File: src/rtl/ssgd_pkg.sv
// ----------------------------------------------------------------------------
// ssgd_pkg
// shared types and constants of the slider stroke gesture detector
// ----------------------------------------------------------------------------
`default_nettype none

package ssgd_pkg;

  // tick counters
  localparam int unsigned TSM_W = 8;   // ticks since motion
  localparam int unsigned TST_W = 10;  // ticks since trigger
  localparam int unsigned RT_W  = 8;   // release_ticks register
  localparam int unsigned CD_W  = 10;  // cooldown_ticks register

  // configuration register indexes
  localparam int unsigned CFG_IDX_W = 3;
  localparam logic [CFG_IDX_W-1:0] REG_DEADZONE       = 3'd0;
  localparam logic [CFG_IDX_W-1:0] REG_MIN_STROKE     = 3'd1;
  localparam logic [CFG_IDX_W-1:0] REG_TRAVEL_MAX     = 3'd2;
  localparam logic [CFG_IDX_W-1:0] REG_RELEASE_TICKS  = 3'd3;
  localparam logic [CFG_IDX_W-1:0] REG_COOLDOWN_TICKS = 3'd4;

  // reset values of the tick registers
  localparam logic [RT_W-1:0] RT_RST = 8'd30;
  localparam logic [CD_W-1:0] CD_RST = 10'd100;

  // stroke direction
  typedef enum logic [1:0] {
    DIR_NONE = 2'd0,
    DIR_UP   = 2'd1,
    DIR_DOWN = 2'd2
  } dir_e;

  // one result item, is_active in the lowest bit
  typedef struct packed {
    logic wake_request;
    logic engine_trigger;
    logic vibrate;
    logic ended;
    logic began;
    logic is_active;
  } ssgd_res_t;

  localparam int unsigned RES_W   = $bits(ssgd_res_t);
  localparam int unsigned M_TDATA_W = ((RES_W + 7) / 8) * 8;

endpackage

`default_nettype wire

File: src/rtl/ssgd_step.sv
// ----------------------------------------------------------------------------
// ssgd_step
// next-state and result logic for one poll tick
// ----------------------------------------------------------------------------
`default_nettype none

module ssgd_step import ssgd_pkg::*; #(
  parameter int unsigned POS_FRAC_BITS = 10
) (
  // configuration
  input  wire logic [POS_FRAC_BITS:0]   deadzone_i,
  input  wire logic [POS_FRAC_BITS+1:0] min_stroke_i,
  input  wire logic [POS_FRAC_BITS:0]   travel_max_i,
  input  wire logic [RT_W-1:0]          release_ticks_i,
  input  wire logic [CD_W-1:0]          cooldown_ticks_i,
  // item
  input  wire logic                     enabled_i,
  input  wire logic                     pressed_i,
  input  wire logic                     screen_on_i,
  input  wire logic [POS_FRAC_BITS+1:0] position_i,
  // current state
  input  wire logic                     active_i,
  input  wire logic                     has_base_i,
  input  wire logic [POS_FRAC_BITS+1:0] last_pos_i,
  input  wire dir_e                     dir_i,
  input  wire logic [POS_FRAC_BITS:0]   travel_i,
  input  wire logic [TSM_W-1:0]         tsm_i,
  input  wire logic [TST_W-1:0]         tst_i,
  // next state
  output logic                          active_o,
  output logic                          has_base_o,
  output logic [POS_FRAC_BITS+1:0]      last_pos_o,
  output dir_e                          dir_o,
  output logic [POS_FRAC_BITS:0]        travel_o,
  output logic [TSM_W-1:0]              tsm_o,
  output logic [TST_W-1:0]              tst_o,
  // result
  output ssgd_res_t                     res_o
);

  localparam int unsigned POS_W = POS_FRAC_BITS + 2;
  localparam int unsigned TM_W  = POS_FRAC_BITS + 1;

  logic signed [POS_W:0] delta;
  logic        [POS_W:0] delta_abs;
  logic [POS_W-1:0]      mag;
  logic [POS_W:0]        travel_sum;
  logic                  moved;
  dir_e                  move_dir;

  assign delta      = $signed({position_i[POS_W-1], position_i})
                    - $signed({last_pos_i[POS_W-1], last_pos_i});
  assign delta_abs  = delta[POS_W] ? (~delta + 1'b1) : delta;
  assign mag        = delta_abs[POS_W-1:0];
  assign moved      = mag >= {1'b0, deadzone_i};
  // only a strictly positive change counts as upward
  assign move_dir   = (!delta[POS_W] && (delta != '0)) ? DIR_UP : DIR_DOWN;
  assign travel_sum = {2'b00, travel_i} + {1'b0, mag};

  always_comb begin
    active_o   = active_i;
    has_base_o = has_base_i;
    last_pos_o = last_pos_i;
    dir_o      = dir_i;
    travel_o   = travel_i;
    tsm_o      = (&tsm_i) ? tsm_i : tsm_i + 1'b1;
    tst_o      = (&tst_i) ? tst_i : tst_i + 1'b1;
    res_o      = '0;

    if (!enabled_i) begin
      // disable ends any session, nothing else is looked at
      if (active_i) begin
        active_o   = 1'b0;
        has_base_o = 1'b0;
        dir_o      = DIR_NONE;
        travel_o   = '0;
        res_o.ended = 1'b1;
      end
    end else begin
      if (pressed_i) begin
        res_o.wake_request = !screen_on_i;
        if (has_base_i) begin
          if (moved) begin
            tsm_o = '0;
            if (dir_i != DIR_NONE && move_dir != dir_i) begin
              // reversal
              if ({1'b0, travel_i} >= min_stroke_i) begin
                if (!active_i) begin
                  active_o = 1'b1;
                  res_o.began = 1'b1;
                  res_o.engine_trigger = 1'b1;
                  tst_o = '0;
                end
                res_o.vibrate = 1'b1;
                if (tst_o >= cooldown_ticks_i) begin
                  tst_o = '0;
                  res_o.engine_trigger = 1'b1;
                end
              end
              travel_o = '0;
              dir_o    = move_dir;
            end else begin
              res_o.vibrate = active_i;
              dir_o = move_dir;
              if (travel_sum > {2'b00, travel_max_i}) begin
                travel_o = travel_max_i;
              end else begin
                travel_o = travel_sum[TM_W-1:0];
              end
            end
          end
        end else begin
          has_base_o = 1'b1;
        end
        last_pos_o = position_i;
      end else begin
        has_base_o = 1'b0;
        dir_o      = DIR_NONE;
        travel_o   = '0;
      end
      // idle timeout
      if (active_o && tsm_o >= release_ticks_i) begin
        active_o   = 1'b0;
        has_base_o = 1'b0;
        dir_o      = DIR_NONE;
        travel_o   = '0;
        res_o.ended = 1'b1;
      end
    end
    res_o.is_active = active_o;
  end

endmodule

`default_nettype wire

File: src/rtl/slider_stroke_gesture_detector.sv
// path: an accepted item passes the input register, then the result register
// throughput: one item per cycle unless m_axis_tready stalls; the result
//   register decouples the sides, so one more item is taken while a finished
//   result waits for m_axis_tready
// reset: asynchronous, active low; clears valids and gesture state and loads
//   the configuration registers with their default values
// ----------------------------------------------------------------------------
// slider_stroke_gesture_detector
// petting stroke detection on a touch slider, one result item per poll tick
// ----------------------------------------------------------------------------
`default_nettype none

module slider_stroke_gesture_detector import ssgd_pkg::*; #(
  parameter int unsigned POS_FRAC_BITS = 10
) (
  input  wire logic clk_i,
  input  wire logic rst_ni,

  // configuration write port
  input  wire logic                   cfg_we_i,
  input  wire logic [CFG_IDX_W-1:0]   cfg_idx_i,
  input  wire logic [((POS_FRAC_BITS + 2 > CD_W) ? POS_FRAC_BITS + 2 : CD_W) - 1:0] cfg_data_i,

  // poll tick items
  input  wire logic                   s_axis_tvalid,
  output logic                        s_axis_tready,
  // enabled, pressed, screen_on, position (signed), zero fill
  input  wire logic [((POS_FRAC_BITS + 5 + 7) / 8) * 8 - 1:0] s_axis_tdata,

  // result items
  output logic                        m_axis_tvalid,
  input  wire logic                   m_axis_tready,
  // is_active, began, ended, vibrate, engine_trigger, wake_request, zero fill
  output logic [M_TDATA_W-1:0]        m_axis_tdata
);

  localparam int unsigned POS_W = POS_FRAC_BITS + 2;
  localparam int unsigned DZ_W  = POS_FRAC_BITS + 1;
  localparam int unsigned MS_W  = POS_FRAC_BITS + 2;
  localparam int unsigned TM_W  = POS_FRAC_BITS + 1;

  // defaults: 0.05, 0.20 (rounded up) and 1.2 (rounded) in the position format
  localparam int unsigned DzRst = (5 << POS_FRAC_BITS) / 100;
  localparam int unsigned MsRst = ((20 << POS_FRAC_BITS) + 99) / 100;
  localparam int unsigned TmRst = ((120 << POS_FRAC_BITS) + 50) / 100;

  // configuration registers
  logic [DZ_W-1:0] deadzone_q;
  logic [MS_W-1:0] min_stroke_q;
  logic [TM_W-1:0] travel_max_q;
  logic [RT_W-1:0] release_ticks_q;
  logic [CD_W-1:0] cooldown_ticks_q;

  // input register
  logic             in_valid_q;
  logic             in_en_q;
  logic             in_pr_q;
  logic             in_so_q;
  logic [POS_W-1:0] in_pos_q;

  // gesture state
  logic             active_q, active_d;
  logic             has_base_q, has_base_d;
  logic [POS_W-1:0] last_pos_q, last_pos_d;
  dir_e             dir_q, dir_d;
  logic [TM_W-1:0]  travel_q, travel_d;
  logic [TSM_W-1:0] tsm_q, tsm_d;
  logic [TST_W-1:0] tst_q, tst_d;

  // result register
  logic      out_valid_q;
  ssgd_res_t out_res_q;
  ssgd_res_t res_d;

  logic advance;  // input register hands its item to the result register
  logic in_take;

  assign advance       = in_valid_q && (!out_valid_q || m_axis_tready);
  assign s_axis_tready = !in_valid_q || advance;
  assign in_take       = s_axis_tvalid && s_axis_tready;

  assign m_axis_tvalid = out_valid_q;
  assign m_axis_tdata  = {{(M_TDATA_W - RES_W){1'b0}}, out_res_q};

  // configuration writes, indexes past the list are ignored
  always_ff @(posedge clk_i or negedge rst_ni) begin
    if (!rst_ni) begin
      deadzone_q       <= DZ_W'(DzRst);
      min_stroke_q     <= MS_W'(MsRst);
      travel_max_q     <= TM_W'(TmRst);
      release_ticks_q  <= RT_RST;
      cooldown_ticks_q <= CD_RST;
    end else if (cfg_we_i) begin
      case (cfg_idx_i)
        REG_DEADZONE:       deadzone_q       <= cfg_data_i[DZ_W-1:0];
        REG_MIN_STROKE:     min_stroke_q     <= cfg_data_i[MS_W-1:0];
        REG_TRAVEL_MAX:     travel_max_q     <= cfg_data_i[TM_W-1:0];
        REG_RELEASE_TICKS:  release_ticks_q  <= cfg_data_i[RT_W-1:0];
        REG_COOLDOWN_TICKS: cooldown_ticks_q <= cfg_data_i[CD_W-1:0];
        default: ;
      endcase
    end
  end

  // input register
  always_ff @(posedge clk_i or negedge rst_ni) begin
    if (!rst_ni) begin
      in_valid_q <= 1'b0;
    end else if (s_axis_tready) begin
      in_valid_q <= s_axis_tvalid;
    end
  end

  always_ff @(posedge clk_i) begin
    if (in_take) begin
      in_en_q  <= s_axis_tdata[0];
      in_pr_q  <= s_axis_tdata[1];
      in_so_q  <= s_axis_tdata[2];
      in_pos_q <= s_axis_tdata[3 +: POS_W];
    end
  end

  // per-tick decision logic
  ssgd_step #(
    .POS_FRAC_BITS (POS_FRAC_BITS)
  ) u_step (
    .deadzone_i       (deadzone_q),
    .min_stroke_i     (min_stroke_q),
    .travel_max_i     (travel_max_q),
    .release_ticks_i  (release_ticks_q),
    .cooldown_ticks_i (cooldown_ticks_q),
    .enabled_i        (in_en_q),
    .pressed_i        (in_pr_q),
    .screen_on_i      (in_so_q),
    .position_i       (in_pos_q),
    .active_i         (active_q),
    .has_base_i       (has_base_q),
    .last_pos_i       (last_pos_q),
    .dir_i            (dir_q),
    .travel_i         (travel_q),
    .tsm_i            (tsm_q),
    .tst_i            (tst_q),
    .active_o         (active_d),
    .has_base_o       (has_base_d),
    .last_pos_o       (last_pos_d),
    .dir_o            (dir_d),
    .travel_o         (travel_d),
    .tsm_o            (tsm_d),
    .tst_o            (tst_d),
    .res_o            (res_d)
  );

  // state advances only when an item moves into the result register
  always_ff @(posedge clk_i or negedge rst_ni) begin
    if (!rst_ni) begin
      active_q   <= 1'b0;
      has_base_q <= 1'b0;
      last_pos_q <= '0;
      dir_q      <= DIR_NONE;
      travel_q   <= '0;
      tsm_q      <= '0;
      tst_q      <= '0;
    end else if (advance) begin
      active_q   <= active_d;
      has_base_q <= has_base_d;
      last_pos_q <= last_pos_d;
      dir_q      <= dir_d;
      travel_q   <= travel_d;
      tsm_q      <= tsm_d;
      tst_q      <= tst_d;
    end
  end

  // result register
  always_ff @(posedge clk_i or negedge rst_ni) begin
    if (!rst_ni) begin
      out_valid_q <= 1'b0;
    end else if (advance) begin
      out_valid_q <= 1'b1;
    end else if (m_axis_tready) begin
      out_valid_q <= 1'b0;
    end
  end

  always_ff @(posedge clk_i) begin
    if (advance) begin
      out_res_q <= res_d;
    end
  end

endmodule

`default_nettype wire

File: config.mk
export PLATFORM = sky130hd
export DESIGN_NAME = slider_stroke_gesture_detector
export DESIGN_NICKNAME = d
export VERILOG_FILES = /design/src/rtl/ssgd_pkg.sv /design/src/rtl/ssgd_step.sv /design/src/rtl/slider_stroke_gesture_detector.sv
export SDC_FILE = /design/constraint.sdc
export NUM_CORES = 1
export LEC_CHECK = 0
export ABC_AREA = 1
export BUFFER_PORTS_ARGS = -buffer_cell sky130_fd_sc_hd__buf_2
export CORE_UTILIZATION = 38
export DETAILED_ROUTE_END_ITERATION = 16
export HOLD_SLACK_MARGIN = 0.15
export PLACE_DENSITY = 0.55
export SLEW_MARGIN = 20
export SYNTH_ARGS = -nofsm -noshare
export SYNTH_HDL_FRONTEND = slang
export SYNTH_SLANG_ARGS = --single-unit
File: constraint.sdc
create_clock -name clk_i -period 5.7 [get_ports clk_i]
set_input_delay 0.285 -clock clk_i [delete_from_list [all_inputs] [get_ports clk_i]]
set_output_delay 0.285 -clock clk_i [all_outputs]
set_load 0.01 [all_outputs]
* Word-level counts from Yosys, hierarchy flattened
Index checks and enable logic that the tools add are counted.
Word-level totals: flip-flop bits (word level) 120, input bits 36, output and inout bits 10, logic and storage cells 129
Cells by class: add/sub/neg operators 5, magnitude comparators 5, equal/unequal tests 7, mux-type cells 58, bitwise operators 1, reductions and logical operators 29
Operators by type and width (number):
- 2-to-1 mux 10 bit | 15
- 2-to-1 mux 11 bit | 8
- 2-to-1 mux 8 bit | 6
- 2-to-1 mux 1 bit | 21
- 2-to-1 mux 2 bit | 7
- AND reduction 2 bit | 7
- adder 11 x 12 -> 13 bit | 1
- > comparator 13 x 11 -> 1 bit | 1
- nonzero test 13 bit | 1
- subtractor 12 x 12 -> 13 bit | 1
- adder 12 x 1 -> 12 bit (second input constant) | 1
- greater-or-equal comparator 11 x 12 -> 1 bit | 1
- greater-or-equal comparator 12 x 11 -> 1 bit | 1
- 2-to-1 mux 12 bit | 1
- NOT 12 bit | 1
- adder 10 x 1 -> 10 bit (second input constant) | 1
- greater-or-equal comparator 10 bit | 1
- AND reduction 10 bit | 1
- adder 8 x 1 -> 8 bit (second input constant) | 1
- greater-or-equal comparator 8 bit | 1
- != test 4 x 2 -> 1 bit (second input constant) | 2
- AND reduction 4 bit | 2
- AND reduction 8 bit | 1
- equality test 3 x 2 -> 1 bit (second input constant) | 2
- other kinds (10) | 20

* Longest topological paths before layout
Gate-level depths: netlist (run 1).
depth in word-level cells 19, depth in mapped cells 42, depth with buffers taken out 41

* Cells and area by module
Synthesis (run 1) repeated with hierarchy kept, for this count alone.
Second synthesis, totals: cells, all modules 1246, area, all modules 8919.8 um^2
By module, submodules not included:
- slider_stroke_gesture_detector | times used 1, cells each 469, area an instance 4639.4 um^2, seq. area each 3135.5 um^2
- ssgd_step | times used 1, cells each 777, area an instance 4280.4 um^2, seq. area each 0.0 um^2

* Worst setup path before layout (run 1)
OpenSTA, ideal clock, no wires.
path kind reg-to-reg, start point reg last_pos_q[0], end point reg travel_q[6], setup time 0.065 ns, data arrival time 4.904 ns, required time 5.635 ns, slack 0.730 ns, cell stages (with the launch flop) 33, cells stage by stage dfrtp_1 ha_1 fa_1 inv_2 nand2_1 nand2_1 nand3_1 nand2_1 a21oi_2 inv_1 nand2_2 nand2_4 inv_2 o21ai_0 inv_1 fa_1 o31ai_1 nand4_1 o211ai_1 a31oi_1 xnor2_1 ha_1 nand2_1 nor4_1 nand4_1 nand2_1 nand2_1 a21oi_1 nand2_1 buf_2 o21ai_0 nand4_1 nand2_1
Between the ends: cells in the longest elaborated chain, start to end 14, elaborated cells between the ends (all ways) 34
Ends and longest elaborated chain:
- start, declared | RTL line slider_stroke_gesture_detector.sv:64 | logic [POS_W-1:0] last_pos_q, last_pos_d;
- start signal, assigned | RTL line slider_stroke_gesture_detector.sv:166 | last_pos_q <= last_pos_d;
- subtractor 12 x 12 -> 13 bit (*) | RTL line ssgd_step.sv:52 | - $signed({last_pos_i[POS_W-1], last_pos_i});
- branches (longest 13 deep; another with adder 11 x 12 -> 13 bit)
- end signal, assigned | RTL line slider_stroke_gesture_detector.sv:168 | travel_q <= travel_d;
- end, declared | RTL line slider_stroke_gesture_detector.sv:66 | logic [TM_W-1:0] travel_q, travel_d;
Every way passes the cells marked *. The select of a mux whose other input is x is not followed. A chain may end at the register's enable or synchronous reset.

* Final worst setup path (run 1)
start point reg in_pos_q[0], end point reg travel_q[1]
Between the ends: cells in the longest elaborated chain, start to end 14, elaborated cells between the ends (all ways) 34
Ends and longest elaborated chain:
- start, declared | RTL line slider_stroke_gesture_detector.sv:59 | logic [POS_W-1:0] in_pos_q;
- start signal, assigned | RTL line slider_stroke_gesture_detector.sv:119 | in_pos_q <= s_axis_tdata[3 +: POS_W];
- subtractor 12 x 12 -> 13 bit (*) | RTL line ssgd_step.sv:52
- branches (longest 13 deep; another with adder 11 x 12 -> 13 bit)
Marks and branches as above.

==> out/metrics.csv, run 1 <==
stage,metric,value,unit
status,outcome,finished clean,
critical_path,CP endpoint kind,flop,
timing,Max Clk Rate,192,MHz
floorplanning,Core ar.,21000,um^2
timing,minimum clock period,5200,ps
critical_path,Worst Path Required,6050,ps
timing,Final period util,91.3,%
critical_path,"Top cell by count, worst path",nand2_1,
timing,Max-Slew Margin vs Limit,44.0,%
global_route,largest net degree at the start of global routing,65,
detailed_routing,final wirelength,19000,um
clock_tree,"Clk pin slew, worst setup/hold paths",60,ps
timing,fin worst setup slack,497,ps
yosys,async set-reset flop share out of synthesis,82.5,%
power,total chip power,0.00534,W
finish,fin util,45.3,%
placed_design,Placer Congestion,0.799,
detailed_routing,vias,6591,
finish,Layout Cells excl Fill,1404,
clock_tree,CTS Buf Count,17,
finish,Register Area,3140,um^2
placed_design,IO Port Bufs,42,
job,total of max-cap violations,0,
floorplanning,Die Y,148,um
hold_path,Hold Path Class,primary input to flop,
finish,layout filler cell count,2175,
clock_tree,clock root buffer,clkbuf_16,
critical_path,WP data arrival,5560,ps
timing,Pins Over Slew Limit,0,
yosys,top-count cell post-synth,nand2_1,
critical_path,Crit Path Max Fanout,9,
power,Max IR drop VDD,211,uV
detailed_routing,Vias per Instance,4.69,
yosys,Yosys warnings,0,
timing,clock skew,13.5,ps
yosys,top cell type's share of synthesized area,23.8,%
yosys,number of flops mapped to enable cells by yosys,21,
floorplanning,IO Count,46,
clock_tree,htree depth,4,
yosys,largest area contributor in the netlist,dfrtp_1,
yosys,syn_area_per_cell,7.70,um^2
detailed_routing,DRT Pass-1 Iters,4,
yosys,Area contributors post-synth,"dfrtp_1, ha_1, nand2_1, inv_1, edfxtp_1",
timing,Setup Viol. Count Final,0,
yosys,Synth Flop Type,dfrtp_1,
clock_tree,Sink Count,120,
finish,Area Growth Syn to Fin,17.5,%
timing,Worst Tran Pin Value,840,ps
critical_path,startpoint types,flop,
finish,diode count,0,
global_route,wire length of the first global-routing pass,31400,um
critical_path,kind of critical path,flop to flop,
critical_path,cell family with most CP delay,simple AND/OR/NAND/NOR gates,
critical_path,Worst path slowest cell,fa_2,
yosys,Synth Cell Area,8090,um^2
critical_path,CP max stage delay,570,ps
finish,nets@finish,1231,
timing,Final Hold Vio Count,0,
clock_tree,CTS tree,built,
floorplanning,row count,53,
timing,setup TNS,0,ps
power,Leak Pwr,4.83,nW
finish,share of layout cells above drive strength 1,14.2,%
clock_tree,clock tree buffer depth,2,
placed_design,dpl hpwl,14300,um
finish,area occupied by multi-input gates,4210,um^2
yosys,Mapped Cells,1050,
global_route,Congestion Overflow GR,0,
placed_design,Post-Place Setup Slack,217,ps
yosys,register area share after synthesis,38.8,%
global_route,initial antenna violation count,0,
yosys,Yosys cell types,43,
placed_design,Placed Cells,1352,
detailed_routing,Antenna Nets Post-Route,0,
global_route,vias in the first global route,6420,
global_route,GRT Resource Usage Total,18.5,%
floorplanning,die area,21900,um^2
yosys,"top cells by count, synth","nand2_1, inv_1, o21ai_0, dfrtp_1, ha_1",
floorplanning,initial core utilization,38.6,%
detailed_routing,DRC,0,
power,Cell Pwr Density,562,nW/um^2
detailed_routing,drt first-iter violations,283,
critical_path,Worst Path Buf+Inv,4,
detailed_routing,WL/cell,13.5,um
yosys,Seq cells post-synth,120,
floorplanning,DIE WIDTH,148,um
clock_tree,"Clk Latency, worst-skew pair",420,ps
==> stage by stage <==
stage,instance area [um^2],hold WS [ps]
floorplan,8090,-10.6
global placement,8600,284
detailed placement,8600,285
CTS,9390,152
global route,9500,164
finish,9500,165
==> tightest hold or removal path, stage by stage <==
cell	delay (ps)
buf_2	90
nor2_1	50
a21oi_1	110
==> layout make-up <==
type	instances	share of cell area, %
clock buffers	20	4.60
clock inverters	12	1.84
inverters	197	7.81
well taps	275	3.62
multi-input cells	711	44.3
repair buffers	69	4.85
flip-flops and latches	120	33.0
==> power breakdown <==
part	internal [W]	switching, W	total [W]
registers	0.00109	0.000138	0.00122
clock network	0.000730	0.000402	0.00113
logic	0.00112	0.00187	0.00299
total	0.00294	0.00241	0.00534
==> placed cells by master (no fill, tap or decap), types with 20 or more instances in the layout <==
master      n
inv_1     190
nand4_1    23
ha_1       74
buf_2      41
nand2_1   252
nor2_1     61
dfrtp_1    77
o21ai_0    82
a21oi_1    55
dfstp_2    22
edfxtp_1   21
nand3_1    45
xor2_1     20
==> flip-flops by register name, summed over array words and instances (netlist names), 8 cells and up <==
name,flops
in_pos_q,12
last_pos_q,12
min_stroke_q,12
deadzone_q,11
travel_max_q,11
travel_q,11
cooldown_ticks_q,10
tst_q,10
release_ticks_q,8
tsm_q,8
==> cell families after synthesis <==
kind of cell,after synthesis,share of synthesized area [%]
compound gates,164,11.0
xor+xnor,28,3.03
fa+ha+maj,79,12.4
buf+inv,220,10.4
flops,120,38.8
mux,1,0.124
other cells,1,0.0464
simple gates,437,24.2
==> metal layers <==
metal	part of all wire, %	up-vias	track usage [%]
met1	50	2973	24.9
met2	46	92	29.8
met3	2.6	22	3.80
met4	1.6	0	5.72
met5	0	-	0
li1	-	3504	-
==> path summary, 6_finish.rpt <==
check                                start                to  slack (ps)  depth (start not counted)
min reg2reg                min_stroke_q[9]   min_stroke_q[9]         480                          2
max                            in_pos_q[0]       travel_q[1]         500                         31
min                         cfg_data_i[11]  min_stroke_q[11]         170                          3
min in group asynchronous           rst_ni          tst_q[8]         360                          2
max in group asynchronous           rst_ni   travel_max_q[9]        4120                          3
max reg2reg                    in_pos_q[0]       travel_q[1]         500                         31
==> what timing repair did <==
action | 4_1_cts | 5_1_grt
setup endpoints to repair | 0 | 11
buffers inserted | 0 | 2
hold buffers | 18 | 0
resized for setup | 0 | 20
endpoints found under the hold margin | 52 | 0
Power figures use the tool's default switching activity.
==> inputs of run 2 (changes only) <==
BUFFER_PORTS_ARGS = -buffer_cell sky130_fd_sc_hd__clkbuf_2   (was -buffer_cell sky130_fd_sc_hd__buf_2)
==> run 2 against run 1 <==
  * Hold slack improved by 47 ps
  * Clock-buffer cell count shrank 3
  * Sequential share of layout area down 0.056 points
  * First-iteration DRC count fell by 14%
  * Global-route usage shrank 0.20 points
  * Critical path depth up 5
  * Routed wire length down 0.44%
  * Clock power grew 6%
  * Total power rose by 0.80%
  * Sequential cell count unchanged
  * Register-to-register slack got worse by 40 ps
  * Final area is 0.17% higher
  * Critical path type unchanged
  * Largest power group unchanged
  * Highest routed layer unchanged
==> out/metrics.csv, run 2 (synthesized netlist as in run 1, its figures left out) <==
stage,metric,value,unit,change
critical_path,kind of critical path,flop to flop,,unchanged
global_route,Congestion Overflow GR,0,,unchanged
clock_tree,CTS Buf Count,17,,unchanged
finish,share of layout cells above drive strength 1,14.1,%,was 14.2%
global_route,met3 usage,3.36,%,was 3.80%
detailed_routing,vias,6545,,was 6591
detailed_routing,Vias per Instance,4.66,,was 4.69
floorplanning,row count,53,,unchanged
power,Sw Ratio,45.1,%,was 45.0%
floorplanning,Core ar.,21000,um^2,unchanged
global_route,met1 Use GR,24.9,%,about the same
critical_path,Worst Path Required,6050,ps,about the same
finish,diode count,0,,unchanged
floorplanning,Die Y,148,um,unchanged
critical_path,"Top cell by count, worst path",nand2_1,,unchanged
detailed_routing,DRC,0,,unchanged
timing,Setup Viol. Count Final,0,,unchanged
critical_path,critical path startpoint,last_pos_q[0],,was in_pos_q[0]
hold_path,Hold Path Class,primary input to flop,,unchanged
timing,Final period util,92.1,%,was 91.3%
timing,minimum clock period,5250,ps,was 5200 ps
power,clock share of power,22.3,%,was 21.2%
power,Max IR drop VDD,219,uV,was 211 uV
finish,"commonest non-fill, non-tap cell in the layout",nand2_1,,unchanged
placed_design,Placed Cells,1352,,unchanged
floorplanning,die area,21900,um^2,unchanged
clock_tree,"Clk pin slew, worst setup/hold paths",60,ps,about the same
timing,Max-Slew Margin vs Limit,46.9,%,was 44.0%
global_route,GRT Resource Usage Total,18.3,%,was 18.5%
detailed_routing,drt first-iter violations,243,,was 283
floorplanning,initial core utilization,38.6,%,unchanged
timing,Pins Over Slew Limit,0,,unchanged
placed_design,Placed Instance Area,8600,um^2,unchanged
power,Cell Pwr Density,566,nW/um^2,was 562 nW/um^2
critical_path,CP max stage delay,400,ps,was 570 ps
power,Int Pwr,0.00296,W,was 0.00294 W
timing,hold_ws,212,ps,was 165 ps
power,Combinational Power Share,55.1,%,was 55.9%
power,NetSw,0.00243,W,was 0.00241 W
global_route,largest net degree at the start of global routing,63,,was 65
placed_design,Placer Congestion,0.803,,was 0.799
critical_path,R2R Setup Slk,450,ps,was 500 ps
finish,nets@finish,1233,,was 1231
detailed_routing,final wirelength,18900,um,was 19000 um
finish,Layout Cells excl Fill,1406,,was 1404
global_route,initial antenna violation count,0,,unchanged
finish,"commonest non-fill, non-tap cells in the layout","nand2_1, inv_1, o21ai_0",,unchanged
clock_tree,clock root buffer,clkbuf_16,,unchanged
critical_path,WP data arrival,5600,ps,was 5560 ps
critical_path,worst reg2reg path endpoint,travel_q[1],,unchanged
detailed_routing,WL/cell,13.5,um,about the same
floorplanning,DIE WIDTH,148,um,unchanged
timing,Final Hold Vio Count,0,,unchanged
clock_tree,CTS tree,built,,unchanged
timing,fin worst setup slack,453,ps,was 497 ps
finish,Area Growth Syn to Fin,17.7,%,was 17.5%
global_route,grt met2 use,29.5,%,was 29.8%
clock_tree,"Clk Latency, worst-skew pair",430,ps,was 420 ps
clock_tree,clock tree buffer depth,2,,unchanged
detailed_routing,Antenna Nets Post-Route,0,,unchanged
critical_path,crit path capture,travel_q[1],,unchanged
timing,Worst Tran Pin Value,797,ps,was 840 ps
critical_path,Worst path slowest cell,fa_1,,was fa_2
finish,post-route cell area,9520,um^2,was 9500 um^2
critical_path,CP endpoint kind,flop,,unchanged
clock_tree,Sink Count,120,,unchanged
job,total of max-cap violations,0,,unchanged
finish,layout filler cell count,2170,,was 2175
clock_tree,htree depth,4,,unchanged
timing,clock skew,18.0,ps,was 13.5 ps
timing,setup TNS,0,ps,unchanged
critical_path,Crit Path Max Fanout,9,,unchanged
global_route,gr busiest metal,met2,,unchanged
floorplanning,IO Count,46,,unchanged
power,Seq pwr share,22.6,%,was 22.9%
finish,biggest regs,"in_pos_q: 12 flops, last_pos_q: 12 flops, min_stroke_q: 12 flops",,unchanged
detailed_routing,DRT Pass-1 Iters,5,,was 4
global_route,vias in the first global route,6132,,was 6420
placed_design,IO Port Bufs,42,,unchanged
global_route,wire length of the first global-routing pass,30900,um,was 31400 um
placed_design,Post-Place Setup Slack,241,ps,was 217 ps
critical_path,startpoint types,flop,,unchanged
critical_path,depth of the worst register-to-register path,36,,was 31
power,Leak Pwr,4.86,nW,was 4.83 nW
timing,Max Clk Rate,191,MHz,was 192 MHz
placed_design,dpl hpwl,14200,um,was 14300 um
critical_path,R2R Path Start,last_pos_q[0],,was in_pos_q[0]
status,outcome,finished clean,,unchanged
hold_path,hold depth,3,,unchanged
[run 2: cell count changes in the layout (fill, tap and decap cells not counted), moves of 3 or more]
cell	before	now
buf_2	41	0
clkbuf_1	3	0
clkbuf_2	0	41
o21ai_1	4	1
[run 2: worst min-delay path by stage]
stage / startpoint / end / slack [ps]
floorplan: rst_ni / active_q / -10
global placement: rst_ni / tst_q[7] / 290
detailed placement: rst_ni / tst_q[7] / 300
CTS: cfg_data_i[10] / travel_max_q[10] / 210
global route: cfg_data_i[3] / min_stroke_q[3] / 250
finish: cfg_data_i[10] / travel_max_q[10] / 210
[run 2: power groups by stage]
stage / combinational, W / sequential (W) / clock (W)
after global placement: 0.00277 / 0.00123 / 0
after global routing: 0.00344 / 0.00124 / 0.00126
final: 0.00297 / 0.00122 / 0.00120
after detailed placement: 0.00282 / 0.00123 / 0
after CTS: 0.00284 / 0.00122 / 0.00122
after floorplan: 0.00218 / 0.00119 / 0
[run 2: routing by layer]
layer	share of wire (%)	wire length [um]
met1	51	9570
met2	47	8810
met3	1.9	357
met4	1.0	195
met5	0	0
[run 2: area by class of cell]
type | count | area [um^2] | area share [%]
Clock buffer | 17 | 425 | 4.47
Clock inverter | 15 | 225 | 2.37
Inverter | 197 | 739 | 7.77
Multi-Input combinational cell | 712 | 4180 | 43.9
Sequential cell | 120 | 3140 | 32.9
Tap cell | 275 | 344 | 3.61
Timing Repair Buffer | 70 | 470 | 4.94
[run 2: repair_timing]
item / 4_1_cts / 5_1_grt
hold endpoints to repair: 55 / 0
hold buffers: 19 / 0
gates resized for setup: 0 / 14
endpoints found under the setup margin: 0 / 11
buffers inserted: 0 / 2
[run 2: per-stage QoR]
stage          power (W)  util, %
2_1_floorplan    0.00337        -
4_1_cts          0.00529     45.0
5_1_grt          0.00595     45.4
6_report         0.00539     45.4
3_3_place_gp     0.00400     41.0
3_5_place_dp     0.00405     41.0
[run 2: critical path, delay by kind of cell, from the launching register on]
family | cells | cell delay, ps
AO/OA/AOI/OAI | 7 | 1020
XOR/XNOR | 2 | 340
buffers and inverters | 7 | 720
AND/OR/NAND/NOR | 16 | 1430
flip-flops | 1 | 380
adder cells (fa/ha/maj) | 4 | 1250
